--- src/alnpid_pkg.sv ---
package alnpid_pkg;

    // Field widths
    localparam int CHAR_W     = 8;
    localparam int CNT_W      = 17;
    localparam int START_W    = 16;
    localparam int PCT_W      = 15;
    localparam int CFG_IDX_W  = 2;
    localparam int CFG_DATA_W = 17;

    // Default column cap handed to the top level
    localparam int DEFAULT_MAX_COLUMNS = 65536;

    // Configuration register indexes
    typedef enum logic [CFG_IDX_W-1:0] {
        CFG_COUNT_MODE   = 2'd0,
        CFG_START_COLUMN = 2'd1,
        CFG_MIN_ALIGNED  = 2'd2
    } t_cfg_index;

    // Controller states
    typedef enum logic [1:0] {
        ST_COUNT,
        ST_SETUP,
        ST_DIV,
        ST_LOAD
    } t_state;

    // Controller to datapath
    typedef struct packed {
        logic in_ready;
        logic setup;
        logic div_step;
        logic load_out;
    } t_cmd;

    // Datapath to controller
    typedef struct packed {
        logic div_last;
        logic out_busy;
    } t_status;

endpackage

--- src/alnpid_col_if.sv ---
interface alnpid_col_if;
    import alnpid_pkg::*;

    logic              valid;
    logic              ready;
    logic [CHAR_W-1:0] s_char;
    logic [CHAR_W-1:0] t_char;
    logic              last_column;

    modport source (output valid, output s_char, output t_char, output last_column,
                    input ready);
    modport sink   (input valid, input s_char, input t_char, input last_column,
                    output ready);
endinterface

--- src/alnpid_res_if.sv ---
interface alnpid_res_if;
    import alnpid_pkg::*;

    logic             valid;
    logic             ready;
    logic [PCT_W-1:0] percent_q8;
    logic [CNT_W-1:0] aligned_total;
    logic [CNT_W-1:0] match_total;
    logic             none_aligned;

    modport source (output valid, output percent_q8, output aligned_total,
                    output match_total, output none_aligned, input ready);
    modport sink   (input valid, input percent_q8, input aligned_total,
                    input match_total, input none_aligned, output ready);
endinterface

--- src/alignment_percent_identity_core.sv ---
// Percent identity of a pairwise alignment. Each transfer on i_col brings one
// alignment column (one character of each sequence); columns stream in at one
// per cycle while i_col is ready. The column flagged last_column is counted and
// then produces one transfer on o_res with the aligned and matching counts and
// the percent: rounded integer percent in gap mode, truncated Q7.8 in
// nucleotide mode. After the last column, i_col stays not ready through a setup
// state, the 15 steps of the bit-serial restoring divider and a load state, and
// longer while the previous result still sits unread in the output register.
// The counters saturate at the smaller of MAX_COLUMNS and 131071. Configuration
// writes take effect at once and should only be made between alignments.
module alignment_percent_identity_core #(
    parameter int MAX_COLUMNS = alnpid_pkg::DEFAULT_MAX_COLUMNS
) (
    input  logic                             i_clk,
    input  logic                             i_rst_n,
    input  logic                             i_cfg_we,
    input  logic [alnpid_pkg::CFG_IDX_W-1:0]  i_cfg_index,
    input  logic [alnpid_pkg::CFG_DATA_W-1:0] i_cfg_data,
    alnpid_col_if.sink                       i_col,
    alnpid_res_if.source                     o_res
);
    import alnpid_pkg::*;

    t_cmd    cmd;
    t_status status;

    // Sequencer
    alnpid_ctrl u_ctrl (
        .i_clk         (i_clk),
        .i_rst_n       (i_rst_n),
        .i_col_valid   (i_col.valid),
        .i_last_column (i_col.last_column),
        .i_status      (status),
        .o_cmd         (cmd)
    );

    // Counters, divider and output register
    alnpid_dp #(
        .MAX_COLUMNS (MAX_COLUMNS)
    ) u_dp (
        .i_clk           (i_clk),
        .i_rst_n         (i_rst_n),
        .i_cfg_we        (i_cfg_we),
        .i_cfg_index     (i_cfg_index),
        .i_cfg_data      (i_cfg_data),
        .i_col_valid     (i_col.valid),
        .i_s_char        (i_col.s_char),
        .i_t_char        (i_col.t_char),
        .i_last_column   (i_col.last_column),
        .i_cmd           (cmd),
        .o_status        (status),
        .i_res_ready     (o_res.ready),
        .o_res_valid     (o_res.valid),
        .o_percent_q8    (o_res.percent_q8),
        .o_aligned_total (o_res.aligned_total),
        .o_match_total   (o_res.match_total),
        .o_none_aligned  (o_res.none_aligned)
    );

    assign i_col.ready = cmd.in_ready;

endmodule

--- src/alnpid_ctrl.sv ---
module alnpid_ctrl (
    input  logic                i_clk,
    input  logic                i_rst_n,
    input  logic                i_col_valid,
    input  logic                i_last_column,
    input  alnpid_pkg::t_status i_status,
    output alnpid_pkg::t_cmd    o_cmd
);
    import alnpid_pkg::*;

    t_state r_state;
    t_state n_state;

    // State register
    always_ff @(posedge i_clk) begin
        if (!i_rst_n) begin
            r_state <= ST_COUNT;
        end else begin
            r_state <= n_state;
        end
    end

    // Next state
    always_comb begin
        n_state = r_state;
        case (r_state)
            ST_COUNT: begin
                if (i_col_valid && i_last_column) begin
                    n_state = ST_SETUP;
                end
            end
            ST_SETUP: begin
                n_state = ST_DIV;
            end
            ST_DIV: begin
                if (i_status.div_last) begin
                    n_state = ST_LOAD;
                end
            end
            ST_LOAD: begin
                if (!i_status.out_busy) begin
                    n_state = ST_COUNT;
                end
            end
            default: begin
                n_state = ST_COUNT;
            end
        endcase
    end

    // Commands
    always_comb begin
        o_cmd = '0;
        case (r_state)
            ST_COUNT: o_cmd.in_ready = 1'b1;
            ST_SETUP: o_cmd.setup    = 1'b1;
            ST_DIV:   o_cmd.div_step = 1'b1;
            ST_LOAD:  o_cmd.load_out = !i_status.out_busy;
            default:  o_cmd = '0;
        endcase
    end

endmodule

--- src/alnpid_dp.sv ---
module alnpid_dp #(
    parameter int MAX_COLUMNS = alnpid_pkg::DEFAULT_MAX_COLUMNS
) (
    input  logic                             i_clk,
    input  logic                             i_rst_n,
    input  logic                             i_cfg_we,
    input  logic [alnpid_pkg::CFG_IDX_W-1:0]  i_cfg_index,
    input  logic [alnpid_pkg::CFG_DATA_W-1:0] i_cfg_data,
    input  logic                             i_col_valid,
    input  logic [alnpid_pkg::CHAR_W-1:0]     i_s_char,
    input  logic [alnpid_pkg::CHAR_W-1:0]     i_t_char,
    input  logic                             i_last_column,
    input  alnpid_pkg::t_cmd                 i_cmd,
    output alnpid_pkg::t_status              o_status,
    input  logic                             i_res_ready,
    output logic                             o_res_valid,
    output logic [alnpid_pkg::PCT_W-1:0]      o_percent_q8,
    output logic [alnpid_pkg::CNT_W-1:0]      o_aligned_total,
    output logic [alnpid_pkg::CNT_W-1:0]      o_match_total,
    output logic                             o_none_aligned
);
    import alnpid_pkg::*;

    localparam int               CAP_INT   = (MAX_COLUMNS < 131071) ? MAX_COLUMNS : 131071;
    localparam logic [CNT_W-1:0] COUNT_CAP = CNT_W'(CAP_INT);
    localparam int               NUM_W     = 33;
    localparam int               DSH_W     = 32;
    localparam int               DEN_W     = CNT_W + 1;
    localparam int               STEP_W    = $clog2(PCT_W);
    localparam logic [CHAR_W-1:0] CHAR_DASH = 8'h2D;
    localparam logic [NUM_W-1:0] NUC_SCALE = 33'd25600;
    localparam logic [NUM_W-1:0] GAP_SCALE = 33'd200;

    function automatic logic [CHAR_W-1:0] upper_of(input logic [CHAR_W-1:0] c);
        logic [CHAR_W-1:0] u;
        u = c;
        if (c >= 8'h61 && c <= 8'h7A) begin
            u = c - 8'h20;
        end
        return u;
    endfunction

    function automatic logic is_nuc(input logic [CHAR_W-1:0] c);
        logic [CHAR_W-1:0] u;
        u = upper_of(c);
        return (u == 8'h41) || (u == 8'h43) || (u == 8'h47) || (u == 8'h54);
    endfunction

    function automatic logic [CNT_W-1:0] sat_inc(input logic [CNT_W-1:0] v);
        return (v < COUNT_CAP) ? v + 1'b1 : COUNT_CAP;
    endfunction

    // Configuration registers
    logic               r_count_mode;
    logic [START_W-1:0] r_start_column;
    logic [CNT_W-1:0]   r_min_aligned;

    always_ff @(posedge i_clk) begin
        if (!i_rst_n) begin
            r_count_mode   <= 1'b0;
            r_start_column <= '0;
            r_min_aligned  <= '0;
        end else if (i_cfg_we) begin
            case (t_cfg_index'(i_cfg_index))
                CFG_COUNT_MODE:   r_count_mode   <= i_cfg_data[0];
                CFG_START_COLUMN: r_start_column <= i_cfg_data[START_W-1:0];
                CFG_MIN_ALIGNED:  r_min_aligned  <= i_cfg_data[CNT_W-1:0];
                default:          r_count_mode   <= r_count_mode;
            endcase
        end
    end

    // Column evaluation
    logic             col_fire;
    logic             col_live;
    logic             col_aligned;
    logic             col_match;
    logic [CNT_W-1:0] n_aligned;
    logic [CNT_W-1:0] n_match;
    logic [CNT_W-1:0] n_col_idx;

    logic [CNT_W-1:0] r_aligned;
    logic [CNT_W-1:0] r_match;
    logic [CNT_W-1:0] r_col_idx;
    logic [CNT_W-1:0] r_aligned_res;
    logic [CNT_W-1:0] r_match_res;

    assign col_fire = i_col_valid && i_cmd.in_ready;
    assign col_live = r_col_idx >= {1'b0, r_start_column};
    assign col_match = upper_of(i_s_char) == upper_of(i_t_char);

    always_comb begin
        if (r_count_mode) begin
            col_aligned = is_nuc(i_s_char) && is_nuc(i_t_char);
        end else begin
            col_aligned = (i_s_char != CHAR_DASH) && (i_t_char != CHAR_DASH);
        end
        n_aligned = r_aligned;
        n_match   = r_match;
        if (col_live && col_aligned) begin
            n_aligned = sat_inc(r_aligned);
            if (col_match) begin
                n_match = sat_inc(r_match);
            end
        end
        n_col_idx = sat_inc(r_col_idx);
    end

    // Running counters; snapshot and clear on the last column
    always_ff @(posedge i_clk) begin
        if (!i_rst_n) begin
            r_aligned <= '0;
            r_match   <= '0;
            r_col_idx <= '0;
        end else if (col_fire) begin
            if (i_last_column) begin
                r_aligned <= '0;
                r_match   <= '0;
                r_col_idx <= '0;
            end else begin
                r_aligned <= n_aligned;
                r_match   <= n_match;
                r_col_idx <= n_col_idx;
            end
        end
    end

    always_ff @(posedge i_clk) begin
        if (col_fire && i_last_column) begin
            r_aligned_res <= n_aligned;
            r_match_res   <= n_match;
        end
    end

    // Divider setup: numerator and denominator of the final percent
    logic             skip;
    logic [NUM_W-1:0] scale;
    logic [NUM_W-1:0] prod;
    logic [DEN_W-1:0] den;

    assign skip  = (r_aligned_res == '0) ||
                   (r_count_mode && (r_aligned_res < r_min_aligned));
    assign scale = r_count_mode ? NUC_SCALE : GAP_SCALE;
    assign prod  = (NUM_W'(r_match_res) * scale) +
                   (r_count_mode ? '0 : NUM_W'(r_aligned_res));

    always_comb begin
        if (skip) begin
            den = DEN_W'(1);
        end else if (r_count_mode) begin
            den = {1'b0, r_aligned_res};
        end else begin
            den = {r_aligned_res, 1'b0};
        end
    end

    // Restoring divider, one quotient bit per cycle
    logic [NUM_W-1:0]  r_num;
    logic [DSH_W-1:0]  r_dsh;
    logic [PCT_W-1:0]  r_quot;
    logic [STEP_W-1:0] r_step;
    logic              fits;

    assign fits = {1'b0, r_dsh} <= r_num;

    always_ff @(posedge i_clk) begin
        if (i_cmd.setup) begin
            r_num  <= skip ? '0 : prod;
            r_dsh  <= DSH_W'(den) << (PCT_W - 1);
            r_quot <= '0;
            r_step <= STEP_W'(PCT_W - 1);
        end else if (i_cmd.div_step) begin
            if (fits) begin
                r_num <= r_num - {1'b0, r_dsh};
            end
            r_dsh  <= r_dsh >> 1;
            r_quot <= {r_quot[PCT_W-2:0], fits};
            r_step <= r_step - 1'b1;
        end
    end

    // Output register
    logic r_out_valid;

    always_ff @(posedge i_clk) begin
        if (!i_rst_n) begin
            r_out_valid <= 1'b0;
        end else if (i_cmd.load_out) begin
            r_out_valid <= 1'b1;
        end else if (i_res_ready) begin
            r_out_valid <= 1'b0;
        end
    end

    always_ff @(posedge i_clk) begin
        if (i_cmd.load_out) begin
            o_percent_q8    <= r_quot;
            o_aligned_total <= r_aligned_res;
            o_match_total   <= r_match_res;
            o_none_aligned  <= (r_aligned_res == '0);
        end
    end

    assign o_res_valid       = r_out_valid;
    assign o_status.div_last = (r_step == '0);
    assign o_status.out_busy = r_out_valid && !i_res_ready;

endmodule

--- src/flat_wrapper.sv ---
// flat-port wrapper written by rule: the top's interface ports become plain ports
module alignment_percent_identity_core_flat import alnpid_pkg::*;
#(
    parameter int MAX_COLUMNS = alnpid_pkg::DEFAULT_MAX_COLUMNS
)
  (i_clk, i_rst_n, i_cfg_we, i_cfg_index, i_cfg_data, i_col_valid, i_col_s_char, i_col_t_char, i_col_last_column, i_col_ready, o_res_valid, o_res_percent_q8, o_res_aligned_total, o_res_match_total, o_res_none_aligned, o_res_ready);
  alnpid_col_if i_col_i ();
  alnpid_res_if o_res_i ();
  input  logic i_clk;
  input  logic i_rst_n;
  input  logic i_cfg_we;
  input  logic [alnpid_pkg::CFG_IDX_W-1:0] i_cfg_index;
  input  logic [alnpid_pkg::CFG_DATA_W-1:0] i_cfg_data;
  input wire logic [$bits(i_col_i.valid)-1:0] i_col_valid;
  input wire logic [$bits(i_col_i.s_char)-1:0] i_col_s_char;
  input wire logic [$bits(i_col_i.t_char)-1:0] i_col_t_char;
  input wire logic [$bits(i_col_i.last_column)-1:0] i_col_last_column;
  output wire logic [$bits(i_col_i.ready)-1:0] i_col_ready;
  output wire logic [$bits(o_res_i.valid)-1:0] o_res_valid;
  output wire logic [$bits(o_res_i.percent_q8)-1:0] o_res_percent_q8;
  output wire logic [$bits(o_res_i.aligned_total)-1:0] o_res_aligned_total;
  output wire logic [$bits(o_res_i.match_total)-1:0] o_res_match_total;
  output wire logic [$bits(o_res_i.none_aligned)-1:0] o_res_none_aligned;
  input wire logic [$bits(o_res_i.ready)-1:0] o_res_ready;
  assign i_col_i.valid = i_col_valid;
  assign i_col_i.s_char = i_col_s_char;
  assign i_col_i.t_char = i_col_t_char;
  assign i_col_i.last_column = i_col_last_column;
  assign i_col_ready = i_col_i.ready;
  assign o_res_valid = o_res_i.valid;
  assign o_res_percent_q8 = o_res_i.percent_q8;
  assign o_res_aligned_total = o_res_i.aligned_total;
  assign o_res_match_total = o_res_i.match_total;
  assign o_res_none_aligned = o_res_i.none_aligned;
  assign o_res_i.ready = o_res_ready;
  alignment_percent_identity_core #(.MAX_COLUMNS(MAX_COLUMNS)) u_core (.i_clk(i_clk), .i_rst_n(i_rst_n), .i_cfg_we(i_cfg_we), .i_cfg_index(i_cfg_index), .i_cfg_data(i_cfg_data), .i_col(i_col_i), .o_res(o_res_i));
endmodule
--- config.mk ---
export PLATFORM = sky130hd
export DESIGN_NAME = alignment_percent_identity_core_flat
export DESIGN_NICKNAME = d
export VERILOG_FILES = /design/src/alnpid_pkg.sv /design/src/alnpid_col_if.sv /design/src/alnpid_res_if.sv /design/src/alignment_percent_identity_core.sv /design/src/alnpid_ctrl.sv /design/src/alnpid_dp.sv /design/src/flat_wrapper.sv
export SDC_FILE = /design/constraint.sdc
export NUM_CORES = 1
export LEC_CHECK = 0
export ABC_AREA = 1
export BUFFER_PORTS_ARGS = -buffer_cell sky130_fd_sc_hd__buf_2
export CAP_MARGIN = 15
export CORE_ASPECT_RATIO = 1.2
export CORE_MARGIN = 8
export CORE_UTILIZATION = 35
export DETAILED_ROUTE_END_ITERATION = 8
export PLACE_DENSITY = 0.52
export SLEW_MARGIN = 20
export SYNTH_ARGS = -nofsm -noshare
export SYNTH_HDL_FRONTEND = slang
export SYNTH_SLANG_ARGS = --single-unit
--- constraint.sdc ---
create_clock -name i_clk -period 12.2 [get_ports i_clk]
set_input_delay 1.83 -clock i_clk [delete_from_list [all_inputs] [get_ports i_clk]]
set_output_delay 1.83 -clock i_clk [all_outputs]
set_load 0.03 [all_outputs]
==> metrics.txt <==
hold bufs inserted after CTS=0; Mean Syn Cell Area=7.96 sq um; Mapped Area=18,800 sq um; hold depth=0; largest register by flop count=u_core.u_dp.r_num; most numerous cell on the critical path=nand2_1; num rows=93; Yosys reg bits=256; number of global-route vias before repair=15,800; WL/cell=16.7 um; largest net degree at the start of global routing=69; htree depth=1; status=complete, no violations; Tmin final=6.24 ns; PortBufs=92; Leakage=9.68 nW; first-pass GRT wire length=83,600 um; routed vias/inst=4.95; grt total ovfl=0; Detail Route Antenna Nets=0; Sinks on Clock Net=256; total CTS buffers=29; unrepaired setup endpoints after global routing=false; Unique masters post-synth=58; max-cap viol count=0; Clk pin slew, worst setup/hold paths=0.07 ns; slew margin rel.=30.3%; fraction of layout cells with a size suffix above 1=7.54%; Max Clk Rate=0.160 GHz; Hold WC Path Type=reg -> reg; CP Max Fanout=68; CP max stage cell=fa_1; DP Worst Slack=5.92 ns; Core Footprint=53,300 sq um; number of enable flip-flop cells after synthesis=135; nature of the critical path endpoint=flop; DR iter-0 viols=767; Setup Viol. Count Final=0; fin nets=2,753; CTS Buffer Depth=3; ys async rst share=0%; Net Sw Frac=47.4%; Die Footprint=61,300 sq um; critical path arrival=6.56 ns; Largest regs=u_core.u_dp.r_num x33, u_core.u_dp.r_dsh x32; Tot GR Track Use=17.0%; critical path's top delay family=adder cells; CP required=12.52 ns; r2r worst-path depth=27; startpoint types=flop; Initial DRT Pass Iterations=5; peak supply drop=0.122 mV; Root Buffer=clkbuf_16; Slew Viols, Final=0; post-route setup slack=5.96 ns; wirelength, routed=53,000 um; fin crit share=51.1%; worst skew pair latency=0.59 ns; yosys warns=0; combinational share of power=56.1%; max incr delay on CP=0.54 ns; Clock Skew=0.0189 ns; Clk pwr share=18.0%; Layout area overhead=11.6%; Initial Util=35.2%; Syn Nets=2,680; critical path type=reg -> reg; Top Ports=93; Die W=227 um; routability cong.=0.903; sequential share of the synthesized area=34.5%; setup bufs post-CTS=0; Crit path depth=27; Pwr Density=240 nW/um^2; WP buf/inv=7; dpl hpwl=42,200 um; max FFs per register=33; Switch Pwr=0.00239 W; final setup TNS=0 ns; total number of vias=15,700; Syn Inst Count=2,359; CTS tree=built; internal power=0.00265 W; Die H=270 um; Slew @ Worst Pin=1.04 ns; Final Hold Vio Count=0; initial antenna violation count=0; sequential power share=25.9%; ANT cells=0; Top FF cell, synth=edfxtp_1; post-CTS sizing=0; # DRC=0
## cells in the final DEF, fill, tap and decap left out, types with 4 or more instances in the layout
cell	netlist	final
a21boi_0	8	8
a211oi_1	7	7
nand3b_1	4	4
o21ai_1	4	4
o211ai_1	4	4
o22ai_1	22	22
nand4_1	22	22
a21o_1	8	8
ha_1	221	221
nand2_1	448	448
a31oi_1	6	6
xor2_1	37	37
xnor2_1	25	25
fa_1	59	59
clkbuf_8	0	4
and2_1	4	4
clkbuf_16	0	30
buf_4	1	10
o21ai_2	6	6
a221oi_1	4	4
inv_6	0	4
nor2_1	234	232
buf_2	3	92
nor3_1	39	39
nor4_1	8	8
dfxtp_1	121	120
or2_2	4	4
nand3_1	81	81
o21bai_1	7	7
edfxtp_1	135	135
a21oi_1	204	203
nor3b_1	4	4
o21a_1	4	4
o21ai_0	160	160
inv_1	375	375
## cell type report
type | count | area, sq um
Clock buffer | 37 | 817
Clock inverter | 17 | 179
Fill cell | 5628 | 32300
Inverter | 382 | 1440
Multi-Input combinational cell | 1661 | 10600
Sequential cell | 256 | 6480
Tap cell | 712 | 891
Timing Repair Buffer | 102 | 536
## path summary, 6_finish.rpt
| path | startpoint | endpoint | slack (ns) |
|---|---|---|---|
| setup / recovery | u_core.u_dp.r_count_mode$_SDFFE_PN0P_ | u_core.u_dp.r_num[30]$_DFFE_PP_ | 5.96 |
| hold / removal | u_core.u_dp.r_quot[0]$_SDFFE_PP0P_ | u_core.u_dp.o_percent_q8[0]$_DFFE_PP_ | 0.43 |
| setup reg to reg | u_core.u_dp.r_count_mode$_SDFFE_PN0P_ | u_core.u_dp.r_num[30]$_DFFE_PP_ | 5.96 |
| hold reg to reg | u_core.u_dp.r_quot[0]$_SDFFE_PP0P_ | u_core.u_dp.o_percent_q8[0]$_DFFE_PP_ | 0.43 |
## synth_stat cells, types with 7 or more instances
library cell,n,area [sq um]
nand2_1,448,1680
inv_1,375,1410
nor2_1,234,878
ha_1,221,2770
a21oi_1,204,1020
o21ai_0,160,801
edfxtp_1,135,4050
dfxtp_1,121,2420
nand3_1,81,405
fa_1,59,1180
clkbuf_1,50,188
nor3_1,39,195
xor2_1,37,324
xnor2_1,25,219
nand4_1,22,138
o22ai_1,22,138
a21boi_0,8,60.1
a21o_1,8,60.1
nor4_1,8,50.1
a211oi_1,7,52.6
o21bai_1,7,52.6
## power by group through the flow
stage / clock network, W / logic, W / registers (W)
after floorplan: 0 / 0.00197 / 0.00132
after global placement: 0 / 0.00282 / 0.00132
after detailed placement: 0 / 0.00284 / 0.00132
after CTS: 0.000932 / 0.00286 / 0.00131
after global routing: 0.000961 / 0.00320 / 0.00132
final: 0.000905 / 0.00282 / 0.00130
## stage by stage
stage / util [%] / hold slack, ns / cells / total power (W) / cell area [sq um]
after global routing: 39.3 / 0.453 / 3167 / 0.00548 / 21000
after global placement: 37.4 / 0.416 / 3113 / 0.00414 / 20000
after CTS: 39.3 / 0.432 / 3167 / 0.00510 / 21000
after detailed placement: 37.4 / 0.416 / 3113 / 0.00416 / 20000
after floorplan: - / 0.403 / 2359 / 0.00329 / 18800
final: 39.3 / 0.429 / 3167 / 0.00503 / 21000
## routing by layer
layer	global-route usage (%)	wire length (um)	share of wire, %	up-vias
li1	-	-	-	7941
met1	19.9	22300	42	7375
met2	31.4	27200	51	277
met3	2.00	1620	3.0	99
met4	6.17	1890	3.6	0
met5	0	0	0	-
## cell families (layout without fill, tap and decap cells)
group | Yosys count | count (layout) | share of synthesized area, %
simple gates | 862 | 862 | 19.1
compound gates | 457 | 457 | 13.3
buf+inv | 442 | 538 | 9.10
fa+ha+maj | 280 | 280 | 21.0
flops | 256 | 256 | 34.5
xor+xnor | 62 | 62 | 2.89
## worst reg2reg max path: cells and delay by family, from the launching register on
kind,cells,cell delay (ns)
flops,1,0.31
simple gates,11,1.29
compound gates,2,0.27
buf+inv,7,0.90
fa+ha+maj,7,3.20
Power figures use the tool's default switching activity.
